### src/rtl/key_press_event_detector_core_assert.svh
// Assertion macros shared by the key press event detector RTL
`ifndef KEY_PRESS_EVENT_DETECTOR_CORE_ASSERT_SVH
`define KEY_PRESS_EVENT_DETECTOR_CORE_ASSERT_SVH

// same-cycle implication, checked out of reset
`define KPED_ASSERT_NOW(label, clk, rst, ante, cons, msg) \
  label: assert property (@(posedge clk) disable iff (rst) (ante) |-> (cons)) \
    else $error(msg);

// next-cycle implication, checked out of reset
`define KPED_ASSERT_NEXT(label, clk, rst, ante, cons, msg) \
  label: assert property (@(posedge clk) disable iff (rst) (ante) |=> (cons)) \
    else $error(msg);

`endif

### src/rtl/kped_pkg.sv
// Package: types and constants of the key press event detector
`timescale 1ns / 1ps

package kped_pkg;

  localparam int TICK_BITS      = 32;
  localparam int TICK_IN_BITS   = 32;
  localparam int CFG_BITS       = 16;
  localparam int CFG_INDEX_BITS = 1;

  localparam logic [CFG_BITS-1:0] DEBOUNCE_RESET   = CFG_BITS'(20);
  localparam logic [CFG_BITS-1:0] LONG_PRESS_RESET = CFG_BITS'(1000);

  localparam logic [CFG_INDEX_BITS-1:0] CFG_DEBOUNCE_IDX   = 1'b0;
  localparam logic [CFG_INDEX_BITS-1:0] CFG_LONG_PRESS_IDX = 1'b1;

  typedef enum logic [1:0] {
    PH_IDLE     = 2'd0,
    PH_DEBOUNCE = 2'd1,
    PH_PRESSED  = 2'd2
  } phase_t;

  typedef enum logic [1:0] {
    EV_NONE  = 2'd0,
    EV_SHORT = 2'd1,
    EV_LONG  = 2'd2
  } event_t;

  typedef struct packed {
    logic [CFG_BITS-1:0] debounce_ticks;
    logic [CFG_BITS-1:0] long_press_ticks;
  } kped_cfg_t;

endpackage

### src/rtl/kped_fsm.sv
// Press state machine: debounce, hold timer and short/long event decode
`timescale 1ns / 1ps

`include "key_press_event_detector_core_assert.svh"

module kped_fsm (
  input  logic                                clk,
  input  logic                                rst,
  input  logic                                accept,
  input  logic                                key_down,
  input  logic [kped_pkg::TICK_IN_BITS-1:0]   tick_now,
  input  kped_pkg::kped_cfg_t                 cfg,
  output kped_pkg::event_t                    key_event
);
  import kped_pkg::*;

  phase_t                 phase, phase_next;
  logic [TICK_BITS-1:0]   start_tick, start_tick_next;
  logic                   long_fired, long_fired_next;
  logic [TICK_BITS-1:0]   now;
  logic [TICK_BITS-1:0]   elapsed;
  logic                   debounce_done;
  logic                   long_done;

  assign now           = TICK_BITS'(tick_now);
  assign elapsed       = now - start_tick;   // wraps modulo 2^TICK_BITS
  assign debounce_done = elapsed >= TICK_BITS'(cfg.debounce_ticks);
  assign long_done     = elapsed >= TICK_BITS'(cfg.long_press_ticks);

  always_comb begin
    phase_next      = phase;
    start_tick_next = start_tick;
    long_fired_next = long_fired;
    key_event       = EV_NONE;
    unique case (phase)
      PH_IDLE: begin
        if (key_down) begin
          phase_next      = PH_DEBOUNCE;
          start_tick_next = now;
          long_fired_next = 1'b0;
        end
      end
      PH_DEBOUNCE: begin
        if (key_down) begin
          if (debounce_done) begin
            phase_next      = PH_PRESSED;
            start_tick_next = now;
            long_fired_next = 1'b0;
          end
        end else begin
          phase_next = PH_IDLE;   // bounce
        end
      end
      PH_PRESSED: begin
        if (key_down) begin
          if (long_done) begin
            key_event       = EV_LONG;
            long_fired_next = 1'b1;
            start_tick_next = now;  // restart for the repeat
          end
        end else begin
          if (!long_fired && !long_done) key_event = EV_SHORT;
          phase_next      = PH_IDLE;
          long_fired_next = 1'b0;
        end
      end
      default: begin
        phase_next = PH_IDLE;
      end
    endcase
  end

  always_ff @(posedge clk) begin
    if (rst) begin
      phase      <= PH_IDLE;
      start_tick <= '0;
      long_fired <= 1'b0;
    end else if (accept) begin
      phase      <= phase_next;
      start_tick <= start_tick_next;
      long_fired <= long_fired_next;
    end
  end

  `KPED_ASSERT_NOW(a_short_on_release, clk, rst, accept && key_event == EV_SHORT, phase == PH_PRESSED && !key_down && !long_fired, "short event without release from pressed")
  `KPED_ASSERT_NEXT(a_idle_press, clk, rst, accept && phase == PH_IDLE && key_down, phase == PH_DEBOUNCE && start_tick == $past(now), "press from idle did not start debounce")
  `KPED_ASSERT_NEXT(a_long_marks, clk, rst, accept && key_event == EV_LONG, long_fired && phase == PH_PRESSED, "long event did not set the flag")

endmodule

### src/rtl/key_press_event_detector_core.sv
// Top level: config registers, press state machine and output skid buffer
//
//   channel  | handshake                  | payload
//   ---------+----------------------------+--------------------
//   sample   | key_valid / key_stall      | key_down, tick_now
//   event    | event_valid / event_stall  | key_event
//   config   | cfg_we                     | cfg_index, cfg_data
//
// One sample per cycle unless key_stall; its event word is registered, shown the
// next cycle if not stalled. Update: wrapping subtract, compare, one state step.
// An output register plus one skid word keep input taking while the output stalls;
// key_stall rises only when both are full.
// rst is synchronous: state idle, buffers empty, registers back to 20 and 1000.
`timescale 1ns / 1ps

`include "key_press_event_detector_core_assert.svh"

module key_press_event_detector_core (
  input  logic                                  clk,
  input  logic                                  rst,
  input  logic                                  key_valid,
  output logic                                  key_stall,
  input  logic                                  key_down,
  input  logic [kped_pkg::TICK_IN_BITS-1:0]     tick_now,
  output logic                                  event_valid,
  input  logic                                  event_stall,
  output logic [1:0]                            key_event,
  input  logic                                  cfg_we,
  input  logic [kped_pkg::CFG_INDEX_BITS-1:0]   cfg_index,
  input  logic [kped_pkg::CFG_BITS-1:0]         cfg_data
);
  import kped_pkg::*;

  kped_cfg_t cfg;
  logic      accept;
  logic      out_free;
  event_t    new_event;
  event_t    out_event;
  event_t    skid_event;
  logic      skid_valid;

  always_ff @(posedge clk) begin
    if (rst) begin
      cfg.debounce_ticks   <= DEBOUNCE_RESET;
      cfg.long_press_ticks <= LONG_PRESS_RESET;
    end else if (cfg_we) begin
      unique case (cfg_index)
        CFG_DEBOUNCE_IDX:   cfg.debounce_ticks   <= cfg_data;
        CFG_LONG_PRESS_IDX: cfg.long_press_ticks <= cfg_data;
        default:            ;
      endcase
    end
  end

  assign key_stall = skid_valid;
  assign accept    = key_valid && !key_stall;
  assign out_free  = !event_valid || !event_stall;

  kped_fsm u_fsm (
    .clk       (clk),
    .rst       (rst),
    .accept    (accept),
    .key_down  (key_down),
    .tick_now  (tick_now),
    .cfg       (cfg),
    .key_event (new_event)
  );

  always_ff @(posedge clk) begin
    if (rst) begin
      event_valid <= 1'b0;
      skid_valid  <= 1'b0;
    end else if (out_free) begin
      if (skid_valid) begin
        event_valid <= 1'b1;
        skid_valid  <= 1'b0;
      end else begin
        event_valid <= accept;
      end
    end else if (accept) begin
      skid_valid <= 1'b1;   // output held: park the word
    end
  end

  always_ff @(posedge clk) begin
    if (out_free) begin
      out_event <= skid_valid ? skid_event : new_event;
    end
    if (!out_free && accept) begin
      skid_event <= new_event;
    end
  end

  assign key_event = out_event;

  `KPED_ASSERT_NOW(a_skid_behind_out, clk, rst, skid_valid, event_valid, "skid word without output word")
  `KPED_ASSERT_NEXT(a_stall_holds_word, clk, rst, event_valid && event_stall, event_valid && key_event == $past(key_event), "stalled event word changed")
  `KPED_ASSERT_NEXT(a_accept_shows, clk, rst, accept && out_free && !skid_valid, event_valid, "accepted sample produced no word")

endmodule

### config.mk
export PLATFORM = sky130hd
export DESIGN_NAME = key_press_event_detector_core
export DESIGN_NICKNAME = d
export VERILOG_FILES = /design/src/rtl/kped_pkg.sv /design/src/rtl/kped_fsm.sv /design/src/rtl/key_press_event_detector_core.sv
export VERILOG_INCLUDE_DIRS = /design/src /design/src/rtl
export SDC_FILE = /design/constraint.sdc
export NUM_CORES = 1
export LEC_CHECK = 0
export BUFFER_PORTS_ARGS = -buffer_cell sky130_fd_sc_hd__buf_2
export CAP_MARGIN = 20
export CORE_MARGIN = 2
export CORE_UTILIZATION = 42
export DETAILED_ROUTE_END_ITERATION = 8
export GPL_TIMING_DRIVEN = 0
export SYNTH_ARGS = -nofsm -noshare
export SYNTH_HDL_FRONTEND = slang
export SYNTH_SLANG_ARGS = --single-unit
### constraint.sdc
create_clock -name clk -period 8.5 [get_ports clk]
set_input_delay 1.7 -clock clk [delete_from_list [all_inputs] [get_ports clk]]
set_output_delay 1.7 -clock clk [all_outputs]
set_load 0.1 [all_outputs]
## Word level (Yosys, flattened, before mapping)

Cells that the tools add are included.

- Logic and storage cells: 64
- Register bits: 73
- Input port bits: 55

- Mux-type cells: 23
- $add $sub $neg: 1
- Reductions and logical operators: 18
- Bitwise logic cells: 1
- Equal/unequal tests: 10
- $lt $le $gt $ge: 2

Operators by type and width:

| kind | count |
|---|---|
| $mux W32 | 5 |
| $pmux W32 S3 | 1 |
| $ge A32 B16 Y1 | 2 |
| $sub A32 B32 Y32 | 1 |
| $mux W2 | 8 |
| $ne A2 B2 Y1 const B | 4 |
| $mux W1 | 7 |
| $reduce_and A7 Y1 | 1 |
| $logic_not A1 Y1 | 6 |
| $ne A3 B2 Y1 const B | 2 |
| $pmux W2 S3 | 1 |
| $reduce_and A6 Y1 | 1 |
| $ne A2 B1 Y1 const B | 2 |
| $reduce_and A2 Y1 | 2 |
| $reduce_and A4 Y1 | 1 |
| $logic_and A1 B1 Y1 | 3 |
| $pmux W1 S3 | 1 |
| $reduce_bool A3 Y1 | 1 |
| $eq A2 B1 Y1 const B | 1 |
| $eq A2 B2 Y1 const B | 1 |
| $logic_not A2 Y1 | 1 |
| $reduce_or A2 Y1 | 1 |
| $logic_or A1 B1 Y1 | 1 |
| $not A1 Y1 | 1 |

## Logic depth before layout (Yosys ltp)

- Depth after elaboration: 8
- Mapped depth: 21

## Cells and area by module

From an unflattened synthesis, not the netlist that was laid out.

- Cells, all modules: 728
- Area total of the unflattened synthesis: 6227.2 µm²

Modules (own cells, without submodules):

| module | cells an instance | instances | area each (µm²) |
|---|---|---|---|
| kped_fsm | 584 | 1 | 4638.2 |
| key_press_event_detector_core | 144 | 1 | 1589.0 |

## Least setup slack after synthesis

No wires, ideal clock.

- Path kind: input -> register
- From: input port tick_now[0] (netlist name)
- To: register u_fsm.start_tick[10]
- Path slack: 3.204 ns
- Arrival time: 5.224 ns
- Path buffers: 1
- Stages: 21
- Cell sequence: inv_1 > ha_1 > fa_1 > nor2b_1 > o211a_1 > o21ai_0 > nor2b_1 > o21bai_1 > a21oi_1 > xnor2_1 > ha_1 > o2111ai_1 > a2111oi_0 > nor3_1 > o21ai_0 > a21oi_1 > nand2_1 > a211oi_1 > a21oi_1 > buf_2 > mux2i_1

- Word-level cells in the longest chain between the ends: 4

Ends and longest elaborated chain:

| item | line | source |
|---|---|---|
| start, declared | key_press_event_detector_core.sv:24 | `input logic [kped_pkg::TICK_IN_BITS-1:0] tick_now,` |
| $sub A32 B32 Y32 (*) | kped_fsm.sv:26 | `assign elapsed = now - start_tick;` |
| $ge A32 B16 Y1 (on tied branches) | kped_fsm.sv:28, kped_fsm.sv:27 |  |
| $ne A2 B1 Y1 (no source line) | n/a |  |
| $reduce_and A7 Y1 (no source line) (*) | n/a |  |
| end signal, assigned | kped_fsm.sv:80 | `start_tick <= start_tick_next;` |
| end, declared | kped_fsm.sv:18 | `logic [TICK_BITS-1:0] start_tick, start_tick_next;` |

Every way passes the cells marked *; elsewhere a longest branch is shown, timed or not.
A chain may end at the register's enable or synchronous reset.

## Worst setup path after layout

- From: input port tick_now[0] (netlist name)
- To: register u_fsm.start_tick[26]

The elaborated chain is that of the path after synthesis.

==> run metrics <==
outcome completed; fraction of power spent switching nets 35.0%; actual transition at the worst max-transition pin 1.02 ns; gr ovfl total 0; WHS Path Cells 2; type of element capturing the critical path register; TritonCTS buffer count 9; Avg WL per Cell 14.9 µm; startpoint of the most critical register-to-register path u_fsm.start_tick[0]$_SDFFE_PP0P_; worst hold endpoint u_fsm.start_tick[15]$_SDFFE_PP0P_; Worst Path Class, Setup primary input to register; most frequent standard cell in the layout excluding fill and tap cells sky130_fd_sc_hd__nand2_1; Final Setup Violations 0; Period minus WS final 6.41 ns; hold violation total from the final report 0; Critical Path Source Type primary input; setup total negative slack 0 ns; antenna violations before repair 0; synthesized area divided by synthesized cell count 7.50 µm²; routed via count 5,457; worst-case headroom to the max-slew limit 31.9%; number of gates resized after cts 0; arrival time reported for the critical path endpoint 6.68 ns; detailed placement HPWL 12,000 µm; power per standard cell area 170 mW/mm²; internal power of the cells 719 µW; leading cell types in the layout, fill and taps excluded sky130_fd_sc_hd__nand2_1 (162), sky130_fd_sc_hd__inv_1 (73), sky130_fd_sc_hd__a21oi_1 (72), sky130_fd_sc_hd__dfxtp_1 (69), sky130_fd_sc_hd__buf_2 (64); Post-synth EDFFs 4; setup slack after layout 2.09 ns; CTS tree yes; share of synthesized flip-flops with an asynchronous set or reset 0%; leakage power total 2.68 nW; total placed cells including tap cells 992; die height 120 µm; worst setup slack before clock tree synthesis 1.79 ns; slack of the worst reg-to-reg path 3.26 ns; net switching power 387 µW; maximum VDD drop 0.000124 V; Unique masters post-synth 71; Worst Skew 0.00837 ns; stage delay of the slowest cell on the critical path 0.82 ns; highest clock rate 0.156 GHz; overall die area 0.0145 mm²; clock network latency to the later pin of the worst-skew pair 0.35 ns; total wire length 15,000 µm; Post-Syn Nets 877; most repeated library cell on the critical path sky130_fd_sc_hd__a21oi_1; combinational cell fraction of total power 32.1%; share of cells above drive strength 1 11.4%; fraction of power consumed by the clock network 34.2%; number of global-route vias before repair 5,159; area growth from synthesis to final layout 14.2%; number of instances in the synthesized netlist 758; clock sinks 73; Max Cap Viol 0; count of antenna diodes in the layout 0; residual antenna-violating net count after detailed routing 0; cell type group with the largest total delay on the critical path compound AO/OA/AOI/OAI gates; WP buf/inv 3; Slowest-stage cell, CP sky130_fd_sc_hd__a21oi_1; deepest level of the CTS H-tree 3; last weighted congestion value of the routability-driven placer 0.880; non-filler cells, final 1,008; dominant register cell in the synthesized netlist sky130_fd_sc_hd__dfxtp_1; launching instance or port of the critical path tick_now[0]; end of the worst register-to-register path u_fsm.start_tick[26]$_SDFFE_PP0P_; I/O Pins 59; Critical Path Stages 22; setup bufs post-CTS 0; total iterations of the first detailed-routing run 5; post-DR vias/cell 5.41; register bit total from synthesis 73; Tot GR Track Use 21.6%; global-route wire length before repair 25,000 µm; Die Span X 120 µm; sequential share of power 33.7%; Hold Path Class register to register; clock tree buffer depth 2; clock slew at reported path FFs 0.06 ns; Row Count 42; required time at the endpoint of the critical path 8.78 ns; cell chain of the critical path buf_2 -> inv_1 -> ha_1 -> fa_1 -> nor2b_1 -> o211a_1 -> o21ai_0 -> nor2b_1 -> o21bai_1 -> a21oi_1 -> xnor2_1 -> ha_1 -> o2111ai_1 -> a2111oi_0 -> nor3_1 -> o21ai_0 -> a21oi_1 -> nand2_1 -> a211oi_1 -> a21oi_1 -> buf_2 -> mux2i_1; largest net degree at the start of global routing 15; highest net fanout along the worst path 10; clock root buffer sky130_fd_sc_hd__clkbuf_16; final cycle utilization of the critical path 75.4%; count of port buffers added during placement 58; portion of the post-synthesis area used by sequential elements 26.4%; core area 0.0132 mm²; unrepaired setup endpoints after global routing false; number of max-slew violations in the final report 0; total of warnings raised by yosys 0; effective utilization at floorplan 42.9%; area of the mapped netlist 0.00569 mm²; Power, Total 1.11 mW; final-stage net count 946; violation count after the first detailed-routing iteration 350; drt drc 0; depth of the worst register-to-register path 20; hold_buf cts 0; hold wc startpoint u_fsm.start_tick[15]$_SDFFE_PP0P_
[state kept, by name, indices dropped and copies added, names as in the netlist]
register,count
cfg,32
event_valid,1
key_event,2
key_stall,1
skid_event,2
u_fsm.long_fired,1
u_fsm.phase,2
u_fsm.start_tick,32
[worst max path at each step]
stage	end	slack [ns]
floorplan	u_fsm.start_tick[10]$_SDFFE_PP0P_	3.20
global placement	u_fsm.start_tick[22]$_SDFFE_PP0P_	1.91
detailed placement	u_fsm.start_tick[17]$_SDFFE_PP0P_	1.79
CTS	u_fsm.start_tick[17]$_SDFFE_PP0P_	2.14
global route	u_fsm.start_tick[13]$_SDFFE_PP0P_	1.82
finish	u_fsm.start_tick[26]$_SDFFE_PP0P_	2.09
[metal layers]
metal / part of all wire, % / track usage, % / wire length [µm]
met1: 49 / 29.6 / 7370
met2: 45 / 34.9 / 6760
met3: 4.5 / 3.68 / 668
met4: 1.3 / 6.10 / 194
met5: 0 / 0 / 0
[power groups by stage]
stage          logic [mW]  clock network (mW)  registers (mW)
3_3_place_gp        0.342                   0           0.379
2_1_floorplan       0.249                   0           0.386
3_5_place_dp        0.349                   0           0.380
4_1_cts             0.352               0.390           0.373
6_report            0.354               0.379           0.373
5_1_grt             0.399               0.405           0.375
[cell families (layout without fill, tap and decap cells)]
group	after synthesis	in the layout	share of synthesized area, %
AO/OA/AOI/OAI	189	189	21.5
flip-flops	73	73	26.4
XOR/XNOR	19	19	2.93
adder cells (fa/ha/maj)	64	64	14.2
multiplexers	34	34	6.01
AND/OR/NAND/NOR	282	282	22.4
buffers and inverters	97	171	6.53
[worst reg2reg max path: stages (launching register included)]
cell                        delay [ns]
sky130_fd_sc_hd__dfxtp_1          0.31
sky130_fd_sc_hd__ha_1             0.21
sky130_fd_sc_hd__fa_1             0.41
sky130_fd_sc_hd__nor2b_1          0.18
sky130_fd_sc_hd__o211a_1          0.25
sky130_fd_sc_hd__o21ai_0          0.09
sky130_fd_sc_hd__nor2b_1          0.16
sky130_fd_sc_hd__o21bai_1         0.12
sky130_fd_sc_hd__a21oi_1          0.09
sky130_fd_sc_hd__xnor2_1          0.28
sky130_fd_sc_hd__ha_1             0.25
sky130_fd_sc_hd__o2111ai_1        0.16
sky130_fd_sc_hd__a2111oi_0        0.42
sky130_fd_sc_hd__nor3_1           0.13
sky130_fd_sc_hd__o21ai_0          0.29
sky130_fd_sc_hd__a21oi_1          0.15
sky130_fd_sc_hd__nand2_1          0.09
sky130_fd_sc_hd__a211oi_1         0.07
sky130_fd_sc_hd__a21oi_1          0.82
sky130_fd_sc_hd__buf_2            0.46
sky130_fd_sc_hd__mux2i_1          0.23
[per-stage QoR]
stage               hold WS, ns  utilization [%]  instance area (µm²)
floorplan                 0.435                -                 5690
global placement          0.443             46.8                 6200
detailed placement        0.450             46.8                 6200
CTS                       0.459             49.0                 6490
global route              0.476             49.0                 6490
finish                    0.458             49.0                 6490
[final cells by class]
type / instances / area, µm²
fillers: 1344 / 6750
multi-input cells: 588 / 3810
flip-flops and latches: 73 / 1500
repair buffers: 58 / 290
inverters: 74 / 278
clock buffers: 10 / 250
well taps: 176 / 220
plain buffers: 23 / 93.8
clock inverters: 6 / 47.5
[cells in the mapped netlist, types with 9 or more instances]
cell | count | area share (%)
sky130_fd_sc_hd__a21o_1 | 13 | 1.7
sky130_fd_sc_hd__o21ai_0 | 27 | 2.4
sky130_fd_sc_hd__dfxtp_1 | 69 | 24
sky130_fd_sc_hd__nor2_1 | 35 | 2.3
sky130_fd_sc_hd__nor3_1 | 17 | 1.5
sky130_fd_sc_hd__nand2b_1 | 10 | 1.1
sky130_fd_sc_hd__a21oi_1 | 72 | 6.3
sky130_fd_sc_hd__a211oi_1 | 9 | 1.2
sky130_fd_sc_hd__nand2_1 | 162 | 11
sky130_fd_sc_hd__xnor2_1 | 14 | 2.2
sky130_fd_sc_hd__inv_1 | 73 | 4.8
sky130_fd_sc_hd__clkbuf_1 | 15 | 0.99
sky130_fd_sc_hd__nor2b_1 | 9 | 0.99
sky130_fd_sc_hd__nand4_1 | 10 | 1.1
sky130_fd_sc_hd__o211ai_1 | 14 | 1.8
sky130_fd_sc_hd__ha_1 | 63 | 14
sky130_fd_sc_hd__mux2i_1 | 33 | 5.8
(Power assumes the default switching activity.)
